==> src/rtl/sisf_pkg.sv <==
// sorted interval site filter: shared constants, field widths and the
// command/status structs between controller and datapath
// no dependencies
`default_nettype none

package sisf_pkg;

  localparam int TABLE_DEPTH = 1024;
  localparam int POS_W       = 32;
  localparam int CHROM_W     = 8;
  localparam int DATA_W      = 32;
  localparam int MODE_W      = 2;

  localparam int IDX_W   = (TABLE_DEPTH > 1) ? $clog2(TABLE_DEPTH) : 1;
  localparam int CNT_W   = $clog2(TABLE_DEPTH + 1);
  localparam int ENTRY_W = CHROM_W + 2 * POS_W;

  localparam logic [MODE_W-1:0] MODE_LOAD  = 2'd0;
  localparam logic [MODE_W-1:0] MODE_SITE  = 2'd1;
  localparam logic [MODE_W-1:0] MODE_CLEAR = 2'd2;
  // unused code, taken and ignored
  localparam logic [MODE_W-1:0] MODE_NONE  = 2'd3;

  typedef struct packed {
    logic load;
    logic clear;
    logic site_start;
    logic skip;
    logic emit;
  } dp_cmd_t;

  typedef struct packed {
    logic ptr_ok;
    logic lies_before;
    logic holds;
    logic out_free;
  } dp_stat_t;

endpackage

`default_nettype wire

==> src/rtl/sisf_ctrl.sv <==
// site filter controller: input handshake and the compare/skip sequence
// depends on sisf_pkg
`default_nettype none

module sisf_ctrl import sisf_pkg::*; (
  input  wire logic              clk,
  input  wire logic              rst_n,
  input  wire logic              in_valid,
  input  wire logic [MODE_W-1:0] in_mode,
  output logic                   in_ready,
  input  wire dp_stat_t          stat,
  output dp_cmd_t                cmd
);

  typedef enum logic {ST_IDLE, ST_CMP} state_t;

  state_t state_r, state_nxt;
  logic   in_ready_r;

  always_comb begin
    cmd       = '0;
    state_nxt = state_r;
    unique case (state_r)
      ST_IDLE: begin
        if (in_valid && in_ready_r) begin
          case (in_mode)
            MODE_LOAD:  cmd.load = 1'b1;
            MODE_CLEAR: cmd.clear = 1'b1;
            MODE_SITE: begin
              cmd.site_start = 1'b1;
              state_nxt      = ST_CMP;
            end
            default: ;
          endcase
        end
      end
      ST_CMP: begin
        if (!stat.ptr_ok) begin
          state_nxt = ST_IDLE;
        end else if (stat.lies_before) begin
          cmd.skip = 1'b1;
        end else if (stat.holds) begin
          // wait here while the previous result is still held
          if (stat.out_free) begin
            cmd.emit  = 1'b1;
            state_nxt = ST_IDLE;
          end
        end else begin
          state_nxt = ST_IDLE;
        end
      end
      default: state_nxt = ST_IDLE;
    endcase
  end

  always_ff @(posedge clk) begin
    if (!rst_n) begin
      state_r    <= ST_IDLE;
      in_ready_r <= 1'b0;
    end else begin
      state_r    <= state_nxt;
      in_ready_r <= (state_nxt == ST_IDLE);
    end
  end

  assign in_ready = in_ready_r;

endmodule

`default_nettype wire

==> config.mk <==
export PLATFORM = sky130hd
export DESIGN_NAME = sisf_ctrl
export DESIGN_NICKNAME = d
export VERILOG_FILES = /design/src/rtl/sisf_pkg.sv /design/src/rtl/sisf_ctrl.sv
export SDC_FILE = /design/constraint.sdc
export NUM_CORES = 1
export LEC_CHECK = 0
export BUFFER_PORTS_ARGS = -buffer_cell sky130_fd_sc_hd__buf_2
export CAP_MARGIN = 20
export CORE_AREA = 2 2 39 41
export DETAILED_ROUTE_END_ITERATION = 8
export DIE_AREA = 0 0 41 43
export MAX_ROUTING_LAYER = met4
export SLEW_MARGIN = 20
export SYNTH_ARGS = -nofsm -noshare
export SYNTH_HDL_FRONTEND = slang
export SYNTH_SLANG_ARGS = --single-unit
==> constraint.sdc <==
create_clock -name clk -period 1 [get_ports clk]
set_input_delay 0 -clock clk [delete_from_list [all_inputs] [get_ports clk]]
set_output_delay 0 -clock clk [all_outputs]
set_load 0.05 [all_outputs]
==> impl_metrics.env, run 1 <==
export IMPL_antenna_cells=0
export IMPL_gp_congestion=0.610
export IMPL_fp_row_count=14
export IMPL_final_cell_mix="buf_2 (9), buf_6 (4), clkbuf_4 (3)"
export IMPL_violations="negative setup slack"
export IMPL_htreeDepth=1
export IMPL_grt_total_usage=0.0729
export IMPL_hold_path_class="in2reg"
export IMPL_setup_viol=5
export IMPL_drt_total_wl_um=482
export IMPL_clk_latency_ps=230
export IMPL_maxCapViolations=0
export IMPL_drtIter0Drc=1
export IMPL_io_buffers=14
export IMPL_vias=186
export IMPL_numCtsBuffers=3
export IMPL_setup_ws_ps=-118
export IMPL_rsz0062_at_grt="yes"
export IMPL_cts_sinks=2
export IMPL_crit_fanout=6
export IMPL_switching_share=0.286
export IMPL_cts_tree="built"
export IMPL_ys_ff_latch=2
export IMPL_synth_top_family_by_area="simple AND/OR/NAND/NOR gates"
export IMPL_fin_area_um2=368
export IMPL_slew_violations=0
export IMPL_vdd_ir_drop_max_uv=368
export IMPL_fp_coreArea_mm2=0.00138
export IMPL_finalCritPeriodShare=1.12
export IMPL_postSynthNetCount=22
export IMPL_cts_buffer_depth=2
export IMPL_nNetsFinal=44
export IMPL_initial_utilization=0.0949
export IMPL_syn_inst=13
export IMPL_hold_viol=0
export IMPL_die_h_um=43
export IMPL_grt_pass1_wl_um=752
export IMPL_synth_area_per_cell_um2=10.1
export IMPL_grt_pass1_vias=193
export IMPL_synth_yosys_warnings=0
export IMPL_avgRoutedWirePerCell_um=9.64
export IMPL_powerDensity_mw_per_mm2=1030
export IMPL_worstHoldPathCells=3
export IMPL_sequentialPowerShare=0.228
export IMPL_critPathLaunchType="register"
export IMPL_clk_pin_slew_ps=40
export IMPL_ant_nets=0
export IMPL_muxShareOfSynthArea=0
export IMPL_cts_setup_buffers=0
export IMPL_cp_arrival_ps=1120
export IMPL_die_area_mm2=0.00176
export IMPL_critPathRequiredTime_ps=1000
export IMPL_outcome="finished with violations"
export IMPL_synth_compound_area_frac=0.133
export IMPL_area_growth_syn_to_layout_pct=180
export IMPL_p_switching_mw=0.109
export IMPL_antenna_found_initial=0
export IMPL_skew_ps=9.31
export IMPL_intPower_mw=0.271
export IMPL_synthSimpleGateAreaFrac=0.562
export IMPL_fmax_mhz=894
export IMPL_setup_tns_final_ps=-337
export IMPL_grt_max_degree=7
export IMPL_reg2regPathDepth=3
export IMPL_cp_end_kind="primary output"
export IMPL_fin_crit_ps=1120
export IMPL_syn_cell_area_um2=131
export IMPL_max_slew_margin=0.831
export IMPL_drive_above_1_share=0.794
export IMPL_via_per_inst=3.72
export IMPL_pwr_share_comb=0.244
export IMPL_clkPwrFrac=0.528
export IMPL_synthAdderAreaFrac=0
export IMPL_drt_pass1_iter_count=2
export IMPL_root_buffer="clkbuf_4"
export IMPL_path_class="reg2out"
export IMPL_layout_commonest_cell="buf_2"
export IMPL_io_pins=15
export IMPL_placed_area_um2=277
export IMPL_grt_overflow_total=0
export IMPL_post_synth_xor_area_fraction=0
export IMPL_max_slew_worst_pin_slew_ps=253
export IMPL_die_width_um=41
export IMPL_p_leak_nw=0.166
export IMPL_drc=0
export IMPL_synth_distinct_cells=12
export IMPL_ys_seq_area_frac=0.305
-- kinds of logic (layout without fill, tap and decap cells) --
group	Yosys count	in the layout
AO/OA/AOI/OAI	2	2
buffers and inverters	0	21
flip-flops	2	2
AND/OR/NAND/NOR	9	9
-- per-stage QoR --
stage          utilization  setup slack (ps)  instances  total power, mW  hold WS [ps]
2_1_floorplan            -              -466         13            0.131          58.8
3_3_place_gp         0.200             -63.0         45            0.169           220
3_5_place_dp         0.200             -73.6         45            0.170           226
4_1_cts              0.260              -137         50            0.396          92.5
5_1_grt              0.266              -186         50            0.419           120
6_report             0.266              -118         50            0.380          99.6
-- synthesized netlist by cell type --
cell type	number	share of area
o211a_1	1	0.076
nor4b_4	1	0.18
dfxtp_1	2	0.30
nand2_1	1	0.029
nor4b_1	1	0.067
o21a_1	1	0.057
and3_2	1	0.057
nor2b_1	1	0.048
nor4_1	1	0.048
nor2_1	1	0.029
nand4_1	1	0.048
nor3b_1	1	0.057
-- path summary, 6_finish.rpt --
kind	start	end	slack, ps
worst min register to register	state_r$_SDFF_PN0_	in_ready$_SDFF_PN0_	650
worst max register to register	state_r$_SDFF_PN0_	state_r$_SDFF_PN0_	-10
worst min-delay path	stat[3]	in_ready$_SDFF_PN0_	100
worst max-delay path	state_r$_SDFF_PN0_	cmd[2]	-120
-- what timing repair did --
action / CTS / global route
setup endpoints to repair: 7 / 7
hold buffers: 1 / 0
pin swaps: 2 / 1
endpoints found under the hold margin: 1 / 0
resized for setup: 14 / 2
-- layer usage --
| metal | share of wire | global-route usage | vias up |
|---|---|---|---|
| met3 | 0.13 | 0.0576 | 0 |
| met4 | 0 | 0.0800 | 0 |
| li1 | - | - | 95 |
| met2 | 0.36 | 0.0750 | 15 |
| met1 | 0.51 | 0.0767 | 76 |
| met5 | 0 | - | - |
-- critical path, cell delays in order, from the launching register on --
cell,delay [ps]
dfxtp_4,370
nor4b_4,320
buf_6,200
-- power groups by stage --
stage	logic, mW	clock network (mW)	registers (mW)
floorplan	0.0327	0	0.0986
global placement	0.0794	0	0.0895
detailed placement	0.0801	0	0.0895
CTS	0.0932	0.216	0.0866
global route	0.0988	0.233	0.0871
finish	0.0928	0.201	0.0864
-- layout make-up --
cell class,count,area [um^2]
Sequential cell,2,47.5
Clock buffer,4,26.3
Fill cell,143,1020
Multi-Input combinational cell,11,136
Timing Repair Buffer,17,138
Tap cell,16,20.0
-- flip-flops by register name, summed over array words and instances, names as in the netlist --
signal	cells
in_ready	1
state_r	1
Note: power is estimated with default switching activity, not from simulation.
==> run 2, diff against run 1 <==
Settings changed: SETUP_SLACK_MARGIN from default to 0.3.
==> impl_metrics.env, run 2 (synthesis results as in run 1) <==
export IMPL_cp_arrival_ps=1130
export IMPL_setup_ws_ps=-126
export IMPL_antenna_found_initial=0
export IMPL_io_buffers=14
export IMPL_grt_max_degree=6
export IMPL_drt_total_wl_um=524
export IMPL_grt_overflow_total=0
export IMPL_final_util=0.288
export IMPL_cp_slowest_cell="dfxtp_4"
export IMPL_clk_latency_ps=220
export IMPL_initial_utilization=0.0949
export IMPL_io_pins=15
export IMPL_root_buffer="clkbuf_4"
export IMPL_numCtsBuffers=3
export IMPL_vias=200
export IMPL_max_slew_worst_pin_slew_ps=266
export IMPL_grt_pass1_vias=218
export IMPL_ant_nets=0
export IMPL_post_place_cells=45
export IMPL_slew_violations=0
export IMPL_critPathRequiredTime_ps=1000
export IMPL_fp_coreArea_mm2=0.00138
export IMPL_layout_commonest_cell="buf_2"
export IMPL_drt_pass1_iter_count=2
export IMPL_die_area_mm2=0.00176
export IMPL_cts_sinks=2
export IMPL_vdd_ir_drop_max_uv=369
export IMPL_nNetsFinal=46
export IMPL_via_per_inst=3.92
export IMPL_cp_cell_sequence="nor4b_4 -> buf_6"
export IMPL_worstHoldPathCells=3
export IMPL_fin_area_um2=398
export IMPL_final_cell_count_no_fill=51
export IMPL_max_slew_margin=0.822
export IMPL_cts_tree="built"
export IMPL_powerDensity_mw_per_mm2=929
export IMPL_maxCapViolations=0
export IMPL_grt_pass1_wl_um=855
export IMPL_avgRoutedWirePerCell_um=10.3
export IMPL_htreeDepth=1
export IMPL_grt_total_usage=0.0821
export IMPL_clk_pin_slew_ps=30
export IMPL_setup_viol=7
export IMPL_max_stage_delay_ps=360
export IMPL_gp_congestion=0.604
export IMPL_p_leak_nw=0.179
export IMPL_path_class="reg2out"
export IMPL_hold_ws_ps=150
export IMPL_crit_fanout=5
export IMPL_skew_ps=3.88
export IMPL_area_growth_syn_to_layout_pct=203
export IMPL_outcome="finished with violations"
export IMPL_die_width_um=41
export IMPL_reg2regPathDepth=3
export IMPL_cts_buffer_depth=2
export IMPL_hold_viol=0
export IMPL_finalCritPeriodShare=1.13
export IMPL_critPathLaunchType="register"
export IMPL_rsz0062_at_grt="yes"
export IMPL_final_cell_mix="buf_2 (8), buf_6 (4), clkbuf_4 (3), buf_8 (3), buf_4 (3)"
export IMPL_violations="negative setup slack"
export IMPL_cp_end_kind="primary output"
export IMPL_antenna_cells=0
export IMPL_drive_above_1_share=0.857
export IMPL_fp_row_count=14
export IMPL_fin_crit_ps=1130
export IMPL_fmax_mhz=888
export IMPL_drtIter0Drc=1
export IMPL_die_h_um=43
export IMPL_placed_area_um2=284
export IMPL_drc=0
export IMPL_hold_path_class="in2reg"
export IMPL_p_total_mw=0.370
[run 2: changes by cell type in the layout (fill, tap and decap cells not counted)]
cell,before,now
buf_4,1,3
and3_4,0,1
buf_2,9,8
clkbuf_1,1,0
nor3b_2,0,1
and3_2,1,0
nor3b_1,1,0
buf_8,2,3
[run 2: layer usage]
metal / GRT usage / vias up / wire length [um]
met5: - / - / 0
li1: - / 98 / -
met2: 0.103 / 15 / 235
met1: 0.0828 / 87 / 222
met3: 0.0628 / 0 / 66
met4: 0.0600 / 0 / 0
[run 2: critical path: cells and delay by family, from the launching register on]
| kind | cells | cell delay (ps) |
|---|---|---|
| DFF | 1 | 360 |
| and+or+nand+nor | 1 | 330 |
| buffers and inverters | 1 | 200 |
[run 2: worst paths after layout]
check	from	endpoint	slack (ps)
setup reg to reg	state_r$_SDFF_PN0_	state_r$_SDFF_PN0_	-30
hold / removal	stat[3]	in_ready$_SDFF_PN0_	150
setup / recovery	state_r$_SDFF_PN0_	cmd[2]	-130
hold reg to reg	state_r$_SDFF_PN0_	state_r$_SDFF_PN0_	790
[run 2: layout make-up]
type / instances / area (um^2)
fillers: 151 / 986
clock buffers: 3 / 22.5
flip-flops and latches: 2 / 47.5
well taps: 16 / 20.0
repair buffers: 19 / 163
multi-input cells: 11 / 145
[run 2: metrics by stage]
stage | setup slack [ps] | setup TNS, ps
floorplan | -466 | -1730
global placement | -1.23 | -1.42
detailed placement | -16.4 | -37.2
CTS | -144 | -533
global route | -172 | -800
finish | -126 | -420
[run 2: timing repair]
item                                    4_1_cts  5_1_grt
buffers inserted                              1        1
hold buffers                                  1        0
hold endpoints to repair                      1        0
endpoints found under the setup margin        8        8
pin swaps                                     3        0
gates resized for setup                      13        5
[run 2: where the power goes]
part           switching (mW)  leakage, nW  total (mW)  internal [mW]
Sequential            0.00492       0.0177      0.0863         0.0814
Clock                  0.0449       0.0138       0.177          0.132
Combinational          0.0545        0.148       0.106         0.0516
==> run 3, diff against run 2 <==
==> constraint.sdc (replaced) <==
create_clock -name clk -period 1 [get_ports clk]
set_input_delay 0.15 -clock clk [delete_from_list [all_inputs] [get_ports clk]]
set_output_delay 0.15 -clock clk [all_outputs]
set_load 0.05 [all_outputs]
==> impl_metrics.env, run 3 (synthesis results as in run 1) <==
export IMPL_numCtsBuffers=3
export IMPL_hold_path_class="in2reg"
export IMPL_io_pins=15
export IMPL_powerDensity_mw_per_mm2=966
export IMPL_max_slew_worst_pin_slew_ps=247
export IMPL_postCtsHoldBufs=0
export IMPL_grt_pass1_wl_um=800
export IMPL_grt_overflow_total=0
export IMPL_path_class="reg2out"
export IMPL_die_h_um=43
export IMPL_ant_nets=0
export IMPL_critPathRequiredTime_ps=850
export IMPL_drt_total_wl_um=505
export IMPL_clk_latency_ps=230
export IMPL_preCtsSetupSlack_ps=-128
export IMPL_cts_sinks=2
export IMPL_final_cell_mix="buf_2 (8), buf_6 (5), clkbuf_4 (3)"
export IMPL_die_area_mm2=0.00176
export IMPL_cp_arrival_ps=1110
export IMPL_antenna_found_initial=0
export IMPL_clk_pin_slew_ps=30
export IMPL_maxCapViolations=0
export IMPL_finalCritPeriodShare=1.26
export IMPL_fin_crit_ps=1260
export IMPL_htreeDepth=1
export IMPL_drc=0
export IMPL_skew_ps=2.53
export IMPL_grt_max_degree=7
export IMPL_gp_congestion=0.565
export IMPL_die_width_um=41
export IMPL_setup_worst_path_end="cmd[2]"
export IMPL_hold_viol=0
export IMPL_critPathLaunchType="register"
export IMPL_area_growth_syn_to_layout_pct=187
export IMPL_initial_utilization=0.0949
export IMPL_outcome="finished with violations"
export IMPL_vdd_ir_drop_max_uv=525
export IMPL_final_util=0.272
export IMPL_via_per_inst=3.92
export IMPL_layout_commonest_cell="buf_2"
export IMPL_drive_above_1_share=0.879
export IMPL_max_slew_margin=0.835
export IMPL_nNetsFinal=44
export IMPL_worstReg2RegEnd="state_r$_SDFF_PN0_"
export IMPL_hold_ws_ps=142
export IMPL_root_buffer="clkbuf_4"
export IMPL_grt_pass1_vias=191
export IMPL_setup_ws_ps=-264
export IMPL_io_buffers=14
export IMPL_cts_buffer_depth=2
export IMPL_crit_fanout=6
export IMPL_ff2ff_setup_slack_ps=-80
export IMPL_reg2regPathDepth=4
export IMPL_vias=192
export IMPL_slew_violations=0
export IMPL_rsz0062_at_grt="yes"
export IMPL_cp_end_kind="primary output"
export IMPL_setup_tns_final_ps=-1210
export IMPL_cp_startpoint="state_r$_SDFF_PN0_"
export IMPL_fp_coreArea_mm2=0.00138
export IMPL_grt_total_usage=0.0749
export IMPL_drt_pass1_iter_count=2
export IMPL_fp_row_count=14
export IMPL_setup_viol=7
export IMPL_antenna_cells=0
export IMPL_cts_tree="built"
export IMPL_p_leak_nw=0.169
export IMPL_violations="negative setup slack"
export IMPL_p_total_mw=0.364
export IMPL_avgRoutedWirePerCell_um=10.3
export IMPL_fmax_mhz=791
export IMPL_drtIter0Drc=1
export IMPL_r2r_start="state_r$_SDFF_PN0_"
export IMPL_dp_hpwl_um=407
## run 3: power breakdown
part           switching, mW  internal, mW
combinational         0.0534        0.0432
clock                 0.0483         0.133
sequential           0.00506        0.0814
## run 3: cell type report
| class | instances | area (um^2) |
|---|---|---|
| clock buffer | 3 | 22.5 |
| multi-input combinational | 11 | 145 |
| fill | 153 | 1010 |
| sequential | 2 | 47.5 |
| timing repair buffer | 17 | 141 |
| tap | 16 | 20.0 |
## run 3: per-layer routing
metal  vias to the layer above  track usage  part of all wire
met5                         -            -                 0
met4                         0       0.0600                 0
met3                         0       0.0576              0.18
met2                        15       0.0656              0.33
met1                        82        0.102              0.48
li1                         95            -                 -
## run 3: worst min-delay path by stage
stage                      from            endpoint  slack [ps]  cells after the start
final                     rst_n  state_r$_SDFF_PN0_         140                      2
after global placement    rst_n  state_r$_SDFF_PN0_         370                      2
after global routing      rst_n  state_r$_SDFF_PN0_         150                      2
after CTS                 rst_n  state_r$_SDFF_PN0_         130                      2
after floorplan           rst_n  state_r$_SDFF_PN0_         270                      1
after detailed placement  rst_n  state_r$_SDFF_PN0_         370                      2
## run 3: critical path, stage by stage, from the launching register on
cell	delay [ps]
dfxtp_4	370
nor4b_4	320
buf_6	200
## run 3: repair_timing
action | in CTS | in global routing
endpoints found under the setup margin | 8 | 8
setup buffers | 0 | 1
pin swaps | 1 | 3
resized for setup | 13 | 3
## run 3: per-stage QoR
step / cell area, um^2 / cells
6_report: 377 / 49
5_1_grt: 377 / 49
4_1_cts: 357 / 48
3_5_place_dp: 293 / 45
3_3_place_gp: 293 / 45
2_1_floorplan: 188 / 13
